==> config.mk <==
export PLATFORM = sky130hd
export DESIGN_NAME = lit_cell
export DESIGN_NICKNAME = d
export VERILOG_FILES = /design/src/sv/lru_id_tracker_unit_macros.svh /design/src/sv/lit_pkg.sv /design/src/sv/lit_cell.sv
export SDC_FILE = /design/constraint.sdc
export NUM_CORES = 1
export LEC_CHECK = 0
export BUFFER_PORTS_ARGS = -buffer_cell sky130_fd_sc_hd__buf_2
export CORE_MARGIN = 5
export CORE_UTILIZATION = 48
export CTS_CLUSTER_SIZE = 8
export DETAILED_ROUTE_END_ITERATION = 6
export PLACE_DENSITY = 0.95
export SYNTH_ARGS = -nofsm -noshare
export SYNTH_HDL_FRONTEND = slang
export SYNTH_SLANG_ARGS = --single-unit
export TNS_END_PERCENT = 30
==> constraint.sdc <==
create_clock -name aclk -period 5 [get_ports aclk]
set_input_delay 0.75 -clock aclk [delete_from_list [all_inputs] [get_ports aclk]]
set_output_delay 0.75 -clock aclk [all_outputs]
set_load 0.02 [all_outputs]
==> src/sv/lru_id_tracker_unit_macros.svh <==
// assertion macros for the lru id tracker
// expects aclk and aresetn in the scope of use
`ifndef LRU_ID_TRACKER_UNIT_MACROS_SVH
`define LRU_ID_TRACKER_UNIT_MACROS_SVH

// same-cycle implication, skipped while in reset
`define LIT_ASSERT_IMPL(lbl, ante, cons, msg) \
    lbl: assert property (@(posedge aclk) disable iff (!aresetn) (ante) |-> (cons)) \
        else $error(msg);

// next-cycle implication, skipped while in reset
`define LIT_ASSERT_NEXT(lbl, ante, cons, msg) \
    lbl: assert property (@(posedge aclk) disable iff (!aresetn) (ante) |=> (cons)) \
        else $error(msg);

`endif

==> src/sv/lit_pkg.sv <==
// shared types and constants for the lru id tracker
// no dependencies
package lit_pkg;

    localparam int CAPACITY_DEF = 64;
    localparam int ID_W         = 64;
    localparam int CFG_W        = 7;
    localparam int FILL_W       = 7;
    localparam int OUT_W        = 80;

    localparam logic [CFG_W-1:0] MAX_ENTRIES_RST = 7'd64;

    // register index, taken from paddr[2]
    localparam logic REG_MAX_ENTRIES = 1'b0;

    localparam logic FUNC_ACCESS = 1'b0;
    localparam logic FUNC_POP    = 1'b1;

    localparam logic STATUS_OK    = 1'b0;
    localparam logic STATUS_EMPTY = 1'b1;

    // broadcast control to every cell, already gated by execute
    typedef struct packed {
        logic pop_shift;   // every cell takes its upper neighbor
        logic hit_shift;   // cells at or above the hit take their upper neighbor
        logic load_en;     // the addressed cell takes the new identifier
    } lit_cell_ctrl_t;

endpackage

==> src/sv/lit_cell.sv <==
// one storage cell of the recency chain: holds one identifier,
// compares it with the item and shifts toward the least recent end; uses lit_pkg
module lit_cell import lit_pkg::*; #(
    parameter int CNT_W = 7,
    parameter int K     = 0
) (
    input  logic                 aclk,
    input  lit_cell_ctrl_t       ctrl,
    input  logic [CNT_W-1:0]     count,
    input  logic [CNT_W-1:0]     load_idx,
    input  logic [ID_W-1:0]      ident,
    input  logic [ID_W-1:0]      up_data,
    input  logic                 pre_i,
    output logic [ID_W-1:0]      data_o,
    output logic                 hit_o
);

    logic [ID_W-1:0] data_reg;
    logic [ID_W-1:0] data_next;

    assign hit_o  = (count > CNT_W'(K)) && (data_reg == ident);
    assign data_o = data_reg;

    always_comb begin
        data_next = data_reg;
        if (ctrl.load_en && (load_idx == CNT_W'(K))) begin
            data_next = ident;
        end else if (ctrl.pop_shift || (ctrl.hit_shift && pre_i)) begin
            data_next = up_data;
        end
    end

    always_ff @(posedge aclk) begin
        data_reg <= data_next;
    end

endmodule

# Yosys cells after proc, flatten, opt, wreduce, memory -nomap -nowiden
# Index checks and enable logic that the tools add are counted.
dict set report word_totals {
  regBits 64
  inputBits 147
  output_inout_bits 65
  word_cells 11
}
dict set report op_classes {
  order_cmp 1
  reduce_logical 6
  mux 2
  n_eq_ne 1
}
# operator count
set ops {}
lappend ops {{2-to-1 mux 64 bit} 2}
lappend ops {{equality test 64 bit} 1}
lappend ops {{> comparator 7 x 1 -> 1 bit, second input constant} 1}
lappend ops {{zero test 7 bit} 1}
lappend ops {{logical AND 1 bit} 3}
lappend ops {{nonzero test 2 bit} 1}
lappend ops {{logical OR 1 bit} 1}

# Longest topological paths before layout
dict set report depth {
  depth_word 4
  depth_mapped 5
  mapped_depth_nobuf 5
}

# Worst setup path before layout
# Ideal clock, no wire load.
dict set report synth_path {
  path_kind {input port to flip-flop}
  start {input port load_idx[1]}
  end {register data_reg[0], in the netlist data_o[0] (enable)}
  path_buffers 2
  path_stages 5
  t_required_ps 4576
  arrival_time_ps 2792
  setup_time_ps 424
  setup_slack_ps 1784
  path_cell_list {nor4_1 > nand2_1 > buf_6 > buf_6 > nand2_1}
}
dict set report synth_between {
  elab_chain_len 3
}
# element line
set synth_lines {}
lappend synth_lines {{from (decl)} lit_cell.sv:10} ;# input logic [CNT_W-1:0] load_idx,
lappend synth_lines {{zero test 7 bit} lit_cell.sv:26} ;# if (ctrl.load_en && (load_idx == CNT_W'(K))) begin
lappend synth_lines {{logical AND 1 bit} lit_cell.sv:26}
lappend synth_lines {{nonzero test 2 bit (no line)} --}
lappend synth_lines {{to (signal assigned)} lit_cell.sv:34} ;# data_reg <= data_next;
lappend synth_lines {{to (decl)} lit_cell.sv:18} ;# logic [ID_W-1:0] data_reg;
# No other way between the ends.
# A chain may end at the register's enable or synchronous reset.

# Worst setup path after layout
dict set report layout_path {
  start {input port ident[17]}
  end {output port hit_o}
}
dict set report layout_between {
  elab_chain_len 2
}
# element line
set layout_lines {}
lappend layout_lines {{from (decl)} lit_cell.sv:11} ;# input logic [ID_W-1:0] ident,
lappend layout_lines {{equality test 64 bit} lit_cell.sv:21} ;# assign hit_o = (count > CNT_W'(K)) && (data_reg == ident);
lappend layout_lines {{logical AND 1 bit} lit_cell.sv:21}
lappend layout_lines {{to (decl)} lit_cell.sv:15} ;# output logic hit_o
# No other way between the ends.

==> flow_metrics.tcl <==
set metrics [dict create \
    outcome "completed" \
    max-vdd-ir-drop_v 0.0001387 \
    synth_cell_types 15 \
    die_w_um 97.11 \
    critPathBufInv 2 \
    async_reset_ff_share_pct 0 \
    wl_met3_um 771 \
    yosys-top-cells-area "edfxtp_1, mux2_4, xor2_1" \
    relSlewSlack_pct 43.76 \
    finalNonFillerCells 549 \
    hold_viol 0 \
    syn_to_final_growth_pct 36.89 \
    synth_common_cells "edfxtp_1, mux2_4, xor2_1" \
    cp.arrival_ns 2.52 \
    first_pass_iters 4 \
    period_needed_ns 3.267 \
    worst_pin_slew_ns 0.8223 \
    final_area_mm2 0.004986 \
    synth_most_common_cell "edfxtp_1" \
    crit_required_ns 4.25 \
    path_max_fanout 2 \
    drt_iter0_drc 41 \
    cts-htree-levels 3 \
    synth_top_cell_by_area "edfxtp_1" \
    die_y_um 97.11 \
    num_vias 2751 \
    fp-row-count 31 \
    yosysWarnings 0 \
    register_area_mm2 0.001922 \
    max_cap_violations 0 \
    synth_edf_count 64 \
    dr_wl_met2_um 5088 \
    min_from "up_data[62]" \
    worst_setup_path_end_kind "primary output" \
    max_stage_delay_ns 0.76 \
    min_period_over_period_pct 65.35 \
    p_per_area_mw_per_mm2 298.1 \
    path_clk_slew_ns 0.08 \
    clockRootBuffer "clkbuf_8" \
    start_util_pct 49.68 \
    syn_area_per_cell_um2 15.97 \
    slew_viol_final 0 \
    totalWireLength_um 9865 \
    antenna_cells 0 \
    die_area_mm2 0.009430 \
    synth_flop_cell "edfxtp_1" \
    largest_reg_flops 64 \
    critPathTopFamily "compound AO/OA/AOI/OAI gates" \
    synth_seq_cells 64 \
    fin_tns_setup_ns 0 \
    hold_path.class "in -> reg" \
    dp_hpwl_um 7925 \
    design.core.area_mm2 0.007331 \
    portBuffers 211 \
    cts_tree "built" \
    ys_seq_area_share_pct 52.77 \
    multi_input_area_mm2 0.001658 \
    synth_fp_nets 375 \
    power.leakage_nw 2.372 \
    netlist_instances 228 \
    path_class "in -> out" \
    ant_nets 0 \
    crit_path_frequent_cell "buf_2" \
    wl_per_cell_um 17.97 \
    hold_end "data_o[62]" \
    grt_remaining_overflow 0 \
    io_pins 212 \
    grt_pass1_vias 3145 \
    cts_hold_repair.buffers 0 \
    final_layout_size_suffix_gt1_share_pct 65.56 \
    synth_top_area_share_pct 52.77 \
    placed_area_mm2 0.004775 \
    max_freq_ghz 0.3061 \
    clock_path_buffers 2 \
    place.gp.congestion 0.8780 \
    start_kind "primary input" \
    rsz0062_at_grt "false" \
    grt_pass1_wl_um 14970 \
    setup_violations 0 \
    worstHoldPathCells 2 \
    crit_path_top_delay_cell "a2111oi_0" \
    grt_max_degree 38 \
    cts_resized 0 \
    via_per_inst 5.011 \
    path_cells "buf_2 > xnor2_1 > nand4_1 > a2111oi_0 > nand3_1 > nor3_1 > buf_2" \
    nets 592 \
    drc 0 \
    wl_met1_um 3731 \
    place_inst 533 \
    syn_area_mm2 0.003642 \
    grt_usage_pct 19.87 \
    topRoutingLayerUsed "met4" \
    cts_setup_buffers 0 \
    cts_buffers 9 \
    fillers 544 \
    cts_sinks 64 \
    antenna_found_initial 0 \
]
## logic make-up (layout without fill, tap and decap cells)
family          after synthesis  in the layout  share of synthesized area (%)
flops                        64             64                          52.77
xor+xnor                     64             64                          15.39
compound gates                2              2                         0.3778
buf+inv                       7            229                          1.992
simple gates                 27             27                          4.637
mux                          64             64                          24.84
## final cells by class
type	count	area share, %
Multi-Input combinational cell	157	33.25
Sequential cell	64	38.54
Tap cell	99	2.484
Clock inverter	6	1.681
Timing Repair Buffer	213	21.48
Clock buffer	10	2.560
## layer usage
metal	vias up	global-route usage [%]
met5	-	0
met1	1288	21.36
met4	0	9.287
met3	25	5.456
met2	145	35.93
li1	1293	-
## stage by stage
stage	hold slack (ns)	setup slack (ns)	power, W	utilization, %
global placement	1.050	1.691	0.001006	65.13
CTS	0.6983	1.714	0.001498	68.02
finish	0.7167	1.733	0.001486	68.02
global route	0.6928	1.571	0.001545	68.02
floorplan	0.9675	1.784	0.0008730	-
detailed placement	1.053	1.585	0.001020	65.13
## cell usage in the layout (no fill, tap or decap)
cell       instances
nand3_1            1
a21oi_1            1
bufinv_16          2
mux2_4            49
clkinv_4           1
nor4_1            12
buf_2            211
xor2_1            36
a2111oi_0          1
nor4b_2            1
clkinv_2           3
edfxtp_1          64
xnor2_1           28
nand4_1            9
nor3_1             2
buf_4              2
nand2_2            1
mux2_2            15
nand2_4            1
clkbuf_1           1
clkbuf_8           9
## worst max path at each step
| stage | depth (start not counted) | startpoint | end | slack (ns) |
|---|---|---|---|---|
| 2_1_floorplan | 5 | load_idx[1] | data_o[0] | 1.78 |
| 3_3_place_gp | 5 | load_idx[1] | data_o[16] | 1.69 |
| 3_5_place_dp | 5 | load_idx[1] | data_o[41] | 1.58 |
| 4_1_cts | 7 | ident[17] | hit_o | 1.71 |
| 5_1_grt | 7 | ident[4] | hit_o | 1.57 |
| 6_report | 7 | ident[17] | hit_o | 1.73 |
## power breakdown
part | switching (W) | internal, W
Sequential | 0.0000381 | 0.000654
Clock | 0.000199 | 0.000279
Combinational | 0.000167 | 0.000149
Total | 0.000404 | 0.00108
(Power assumes the default switching activity.)
