**src/sv/lru_id_tracker_unit_macros.svh**
```systemverilog
// assertion macros for the lru id tracker
// expects aclk and aresetn in the scope of use
`ifndef LRU_ID_TRACKER_UNIT_MACROS_SVH
`define LRU_ID_TRACKER_UNIT_MACROS_SVH

// same-cycle implication, skipped while in reset
`define LIT_ASSERT_IMPL(lbl, ante, cons, msg) \
    lbl: assert property (@(posedge aclk) disable iff (!aresetn) (ante) |-> (cons)) \
        else $error(msg);

// next-cycle implication, skipped while in reset
`define LIT_ASSERT_NEXT(lbl, ante, cons, msg) \
    lbl: assert property (@(posedge aclk) disable iff (!aresetn) (ante) |=> (cons)) \
        else $error(msg);

`endif

```
**src/sv/lit_prefix.sv**
```systemverilog
// inclusive prefix-or network over the cell hit flags
// depends on nothing but its parameter
module lit_prefix #(
    parameter int N = 64
) (
    input  logic [N-1:0] hit_i,
    output logic [N-1:0] pre_o
);

    localparam int LEVELS = $clog2(N);

    logic [N-1:0] lvl [LEVELS+1];

    assign lvl[0] = hit_i;

    for (genvar l = 0; l < LEVELS; l++) begin : g_lvl
        for (genvar i = 0; i < N; i++) begin : g_bit
            if (i >= (1 << l)) begin : g_or
                assign lvl[l+1][i] = lvl[l][i] | lvl[l][i - (1 << l)];
            end else begin : g_pass
                assign lvl[l+1][i] = lvl[l][i];
            end
        end
    end

    assign pre_o = lvl[LEVELS];

endmodule

```
**config.mk**
```make
export PLATFORM = sky130hd
export DESIGN_NAME = lit_prefix
export DESIGN_NICKNAME = d
export VERILOG_FILES = /design/src/sv/lru_id_tracker_unit_macros.svh /design/src/sv/lit_prefix.sv
export SDC_FILE = /design/constraint.sdc
export NUM_CORES = 1
export LEC_CHECK = 0
export BUFFER_PORTS_ARGS = -buffer_cell sky130_fd_sc_hd__buf_2
export CAP_MARGIN = 5
export CORE_UTILIZATION = 25
export DETAILED_ROUTE_END_ITERATION = 8
export GPL_TIMING_DRIVEN = 0
export PLACE_DENSITY = 0.87
export SYNTH_ARGS = -nofsm -noshare
export SYNTH_HDL_FRONTEND = slang
export SYNTH_SLANG_ARGS = --single-unit
```
**constraint.sdc**
```tcl
create_clock -name vclk -period 1.7
set_input_delay 0 -clock vclk [all_inputs]
set_output_delay 0 -clock vclk [all_outputs]
set_load 0.02 [all_outputs]
```
# Yosys cells after proc, flatten, opt, wreduce, memory -nomap -nowiden
# Index checks and enable logic that the tools add are counted.
dict set report classes {
  n_bitwise 321
}
# op count
set op_table {}
lappend op_table {{OR 1 bit} 321}
dict set report word_totals {
  ff_bits 0
  inputBits 64
  elab_cells 321
}

# Depth between registers and ports, before layout
# Gate-level depths: netlist of run 1.
dict set report logic_depth {
  word_depth 6
  depth_mapped 6
  mapped_depth_nobuf 5
}

# Least setup slack after synthesis of run 1
# No wires, ideal clock.
dict set report synth_path {
  path_type {input-to-output}
  from {input port hit_i[0]}
  to {output port pre_o[41]}
  t_arrival_ps 1960
  setup_slack_ps -260
  path_stages 5
  n_path_buf 0
  path_cell_list {or4_4 -> and4bb_2 -> nand4_1 -> or2_2 -> nand3b_1}
}
dict set report synth_via {
  elab_chain_cells 3
}
# element line
set synth_lines {}
lappend synth_lines {{start: declaration} lit_prefix.sv:6} ;# input logic [N-1:0] hit_i,
lappend synth_lines {{OR 1 bit (3 in series)} lit_prefix.sv:19} ;# assign lvl[l+1][i] = lvl[l][i] | lvl[l][i - (1 << l)];
lappend synth_lines {{end: declaration} lit_prefix.sv:7} ;# output logic [N-1:0] pre_o
# Every way passes these cells.

# Final worst setup path of run 1
dict set report layout_path {
  from {input port hit_i[3]}
  to {output port pre_o[58]}
}
dict set report layout_via {
  elab_chain_cells 6
}
# element line
set layout_lines {}
lappend layout_lines {{OR 1 bit (6 in series)} lit_prefix.sv:19}
# Every way passes these cells.

==> metrics, run 1 <==
first-pass GRT wire length 4410 µm; peak supply drop 0.0827 mV; overall power 158 µW; Reg area 0 µm²; DRT met1 WL 1230 µm; fraction of layout cells with a size suffix above 1 66.2%; synthesized area 698 µm²; sequential share of the synthesized area 0%; Synth top area share 10.2%; cell count after synthesis 121; 1st-iter DRT viols 11; Total GRT Usage 19.1%; Netlist cell types 25; final net count 329; actual slew at the worst max-slew pin 620 ps; Die X 54.8 µm; Area Growth Syn to Fin 146%; Crit path arrival time 1890 ps; fmax 0.529 GHz; period utilisation layout 111%; CP Capture Type primary output; Ys Warns 0; DIE AREA 0.00301 mm²; final hold vios 0; Period minus WS final 1890 ps; Initial Utilization 27.2%; core area 0.00257 mm²; Port Buffers 128; hold path depth 3; most common cell after layout, fill and taps aside buf_2; vias in the first global route 1121; Cell Int Power 80.9 µW; area leader, netlist nand2_1; drt first pass iters 4; final setup margin -191 ps; Final setup viols 35; power per cell area 91.8 mW/mm²; DP Wirelength 2600 µm; Crit path required time 1700 ps; Placement Rows 18; Via-to-Cell Ratio 4.89; initial antenna violation count 0; met2 WL post-DR 1860 µm; net count after synthesis 185; largest net degree at the start of global routing 11; routed length per instance 11.4 µm; headroom to the max-slew limit 58.3%; unrepaired setup endpoints after global routing true; # Max-Cap Violations 0; Finished Layout Cells 293; WL final 3350 µm; Residual DRC 0; gp weighted congestion 0.694; top post-synthesis cells by area nand2_1 (10%), nor2_1 (9.1%), nor4_1 (8.1%); startpoint types primary input; worst hold-check path type in2out; Leak Pwr 0.000755 µW; clock share of power 0%; Post-Place Cells 279; number of clock buffers in the layout 0; Comb pwr share 100.0%; Net Sw Frac 48.6%; DR top layer met3; via count 1434; # diodes 0; setup TNS -3040 ps; Post-DRT Antenna Nets 0; fin area 0.00172 mm²; number of sequential cells 0; Mapped Avg Cell Area 5.77 µm²; outcome finished with violations; Post-DP Area 0.00144 mm²; io pins 128; Overflow after GRT 0; commonest non-fill, non-tap cells in the layout buf_2 (110), buf_4 (19), nor2_1 (16); violated checks setup timing; sw power 76.7 µW; CP Class in2out; Slew Viols, Final 0; sequential share of power 0%; Die Y 54.8 µm; met3 WL 269 µm; crit path max fanout 5
[worst max-delay path, cell delays in order]
cell	delay, ps
buf_6	90
or4_4	520
and4bb_4	340
nand4_4	100
and4bb_2	360
buf_6	110
buf_8	110
nand3b_1	100
buf_6	150
[power by group through the flow]
stage,logic (µW),registers [µW],clock network [µW]
after global routing,175,0,0
after detailed placement,146,0,0
after global placement,143,0,0
after CTS,154,0,0
final,158,0,0
after floorplan,43.9,0,0
[synth_stat cells, types with 3 or more instances]
cell,n
nand2_1,19
nand3b_1,6
inv_1,6
nor3_1,11
or2_2,9
or3_1,7
nor4_1,9
nand4_1,3
nor2_1,17
nand2b_1,6
nand3_1,10
[per-layer routing]
metal,track usage (%),up-vias
met5,0,-
met4,0,0
met3,1.67,0
met2,41.6,66
met1,19.8,642
li1,-,726
[path summary, 6_finish.rpt]
kind / slack [ps] / end / from
min: 290 / pre_o[63] / hit_i[63]
max: -190 / pre_o[58] / hit_i[3]
[cell type report]
type,instances,area (µm²)
multi-input cells,112,764
plain buffers,3,33.8
well taps,30,37.5
inverters,6,22.5
fillers,250,850
repair buffers,142,860
[kinds of logic (layout without fill, tap and decap cells)]
| kind of cell | Yosys count | count (layout) | share of synthesized area (%) |
|---|---|---|---|
| buffers and inverters | 9 | 151 | 5.73 |
| and+or+nand+nor | 112 | 112 | 94.3 |
[stage by stage]
stage / worst slack (ps) / hold slack [ps] / util, %
3_5_place_dp: -511 / 314 / 56.0
5_1_grt: -258 / 312 / 66.9
6_report: -191 / 292 / 66.9
2_1_floorplan: -188 / 113 / -
4_1_cts: -201 / 296 / 62.7
3_3_place_gp: -407 / 309 / 56.0
[what timing repair did]
action | CTS | global route
pin swaps | 3 | 5
setup buffers | 8 | 4
setup endpoints to repair | 38 | 46
cloned | 1 | 1
hold buffers | 0 | 0
resized for setup | 22 | 22
(Power assumes the default switching activity.)
==> run 2: changes to the inputs <==
CAP_MARGIN = 25   (was 5)
clock period = 1.6 ns   (was 1.7 ns; I/O delays follow)
==> run 2 against run 1 <==
  * The run still ends with setup timing left
  * Routed wire length up 5.9%
  * Combinational power up 10%
  * Utilization increased by 1.8 points
  * Final area rose by 2.7%
  * Sequential share of layout area unchanged
  * Non-clock buffer count fell by 2
  * Total power up 10%
  * First-iteration DRC count is 45% higher
  * Via count is 1.6% lower
  * Sequential cell count did not move
  * Final cell count decreased by 0.68%
  * Largest cell class unchanged
  * Largest power group unchanged
==> metrics, run 2 (synthesized netlist as in run 1, its figures left out) <==
# Max-Cap Violations 0 (unchanged); unrepaired setup endpoints after global routing true; final net count 327 (-0.61%); DP Wirelength 2650 µm (+1.8%); worst hold-check path type in2out; Area Growth Syn to Fin 153%; headroom to the max-slew limit 59.0% (+0.71 points); final hold vios 0 (unchanged); crit path max fanout 5 (unchanged); 1st-iter DRT viols 16 (+5); Post-DRT Antenna Nets 0 (unchanged); io pins 128 (unchanged); WL final 3550 µm (+5.9%); most common cell after layout, fill and taps aside buf_2; CP Class in2out; commonest non-fill, non-tap cells in the layout buf_2 (110), buf_6 (19), nor2_1 (16); Finished Layout Cells 291 (-0.68%); fillcell total 214 (-14%); core area 0.00257 mm² (unchanged); fraction of layout cells with a size suffix above 1 68.6% (+2.4 points); startpoint types primary input; vias in the first global route 1140 (+1.7%); Via-to-Cell Ratio 4.85 (-0.93%); number of sequential cells 0 (unchanged); Crit path arrival time 1910 ps (+20 ps); # diodes 0 (unchanged); routed length per instance 12.2 µm (+6.7%); Residual DRC 0 (unchanged); power per cell area 98.6 mW/mm² (+7.4%); DIE AREA 0.00301 mm² (unchanged); Initial Utilization 27.2% (unchanged); Slew Viols, Final 0 (unchanged); Leak Pwr 0.000796 µW (+5.3%); Final setup viols 51 (+46%); Reg area 0 µm² (unchanged); Post-Place Cells 279 (unchanged); via count 1411 (-1.6%); final setup margin -309 ps (-118 ps); first-pass GRT wire length 4420 µm (+0.29%); Port Buffers 128 (unchanged); number of clock buffers in the layout 0 (unchanged); Total GRT Usage 19.5% (+0.39 points); peak supply drop 0.103 mV (+24%); Die Y 54.8 µm (unchanged); Placement Rows 18 (unchanged); outcome finished with violations; setup TNS -8510 ps (-5470 ps); Overflow after GRT 0 (unchanged); Multi-input gate area 805 µm² (+5.2%); CP Capture Type primary output; fmax 0.524 GHz; drt first pass iters 4 (unchanged); violated checks setup timing; initial antenna violation count 0 (unchanged); gp weighted congestion 0.713 (+2.7%); period utilisation layout 119%; Die X 54.8 µm (unchanged); actual slew at the worst max-slew pin 610 ps (-10.5 ps); largest net degree at the start of global routing 11 (unchanged); Period minus WS final 1910 ps; Crit path required time 1600 ps (-100 ps)
run 2: timing repair:
action	4_1_cts	5_1_grt
gates resized for setup	31	25
gates cloned	1	0
hold buffers	0	0
setup endpoints to repair	45	50
buffers inserted	7	4
pin swaps	3	3
run 2: worst paths after layout:
| check | startpoint | endpoint | slack (ps) | cells after the start |
|---|---|---|---|---|
| max | hit_i[3] | pre_o[34] | -310 | 7 |
| min | hit_i[1] | pre_o[2] | 300 | 3 |
run 2: metrics by stage:
step / setup WS, ps / cell area (µm²) / util (%) / hold WS (ps) / power [µW]
final: -309 / 1760 / 68.7 / 303 / 174
after global routing: -357 / 1760 / 68.7 / 330 / 192
after CTS: -284 / 1640 / 63.9 / 300 / 163
after detailed placement: -489 / 1460 / 56.8 / 310 / 157
after global placement: -462 / 1460 / 56.8 / 309 / 153
after floorplan: -267 / 779 / - / 113 / 47.1
run 2: area by class of cell:
cell class | count | share of cell area [%]
timing repair buffer | 140 | 48.9
tap | 30 | 2.13
inverter | 6 | 1.42
buffer | 3 | 1.91
multi-input combinational | 112 | 45.6
run 2: power breakdown:
part	switching, µW	total, µW	internal [µW]
clock	0	0	0
sequential	0	0	0
combinational	85.4	174	88.5
total	85.4	174	88.5
run 2: routing by layer:
metal	vias to the layer above	share of wire [%]	global-route usage [%]
li1	727	-	-
met1	620	35	18.9
met2	64	58	44.4
met3	0	6.8	1.11
met4	0	0	0
met5	-	0	0
run 2: critical path: stages:
cell      delay (ps)
buf_6             90
or4_4            530
and4bb_4         370
nand4_4          120
or3_4            430
or2_4            240
buf_6            130
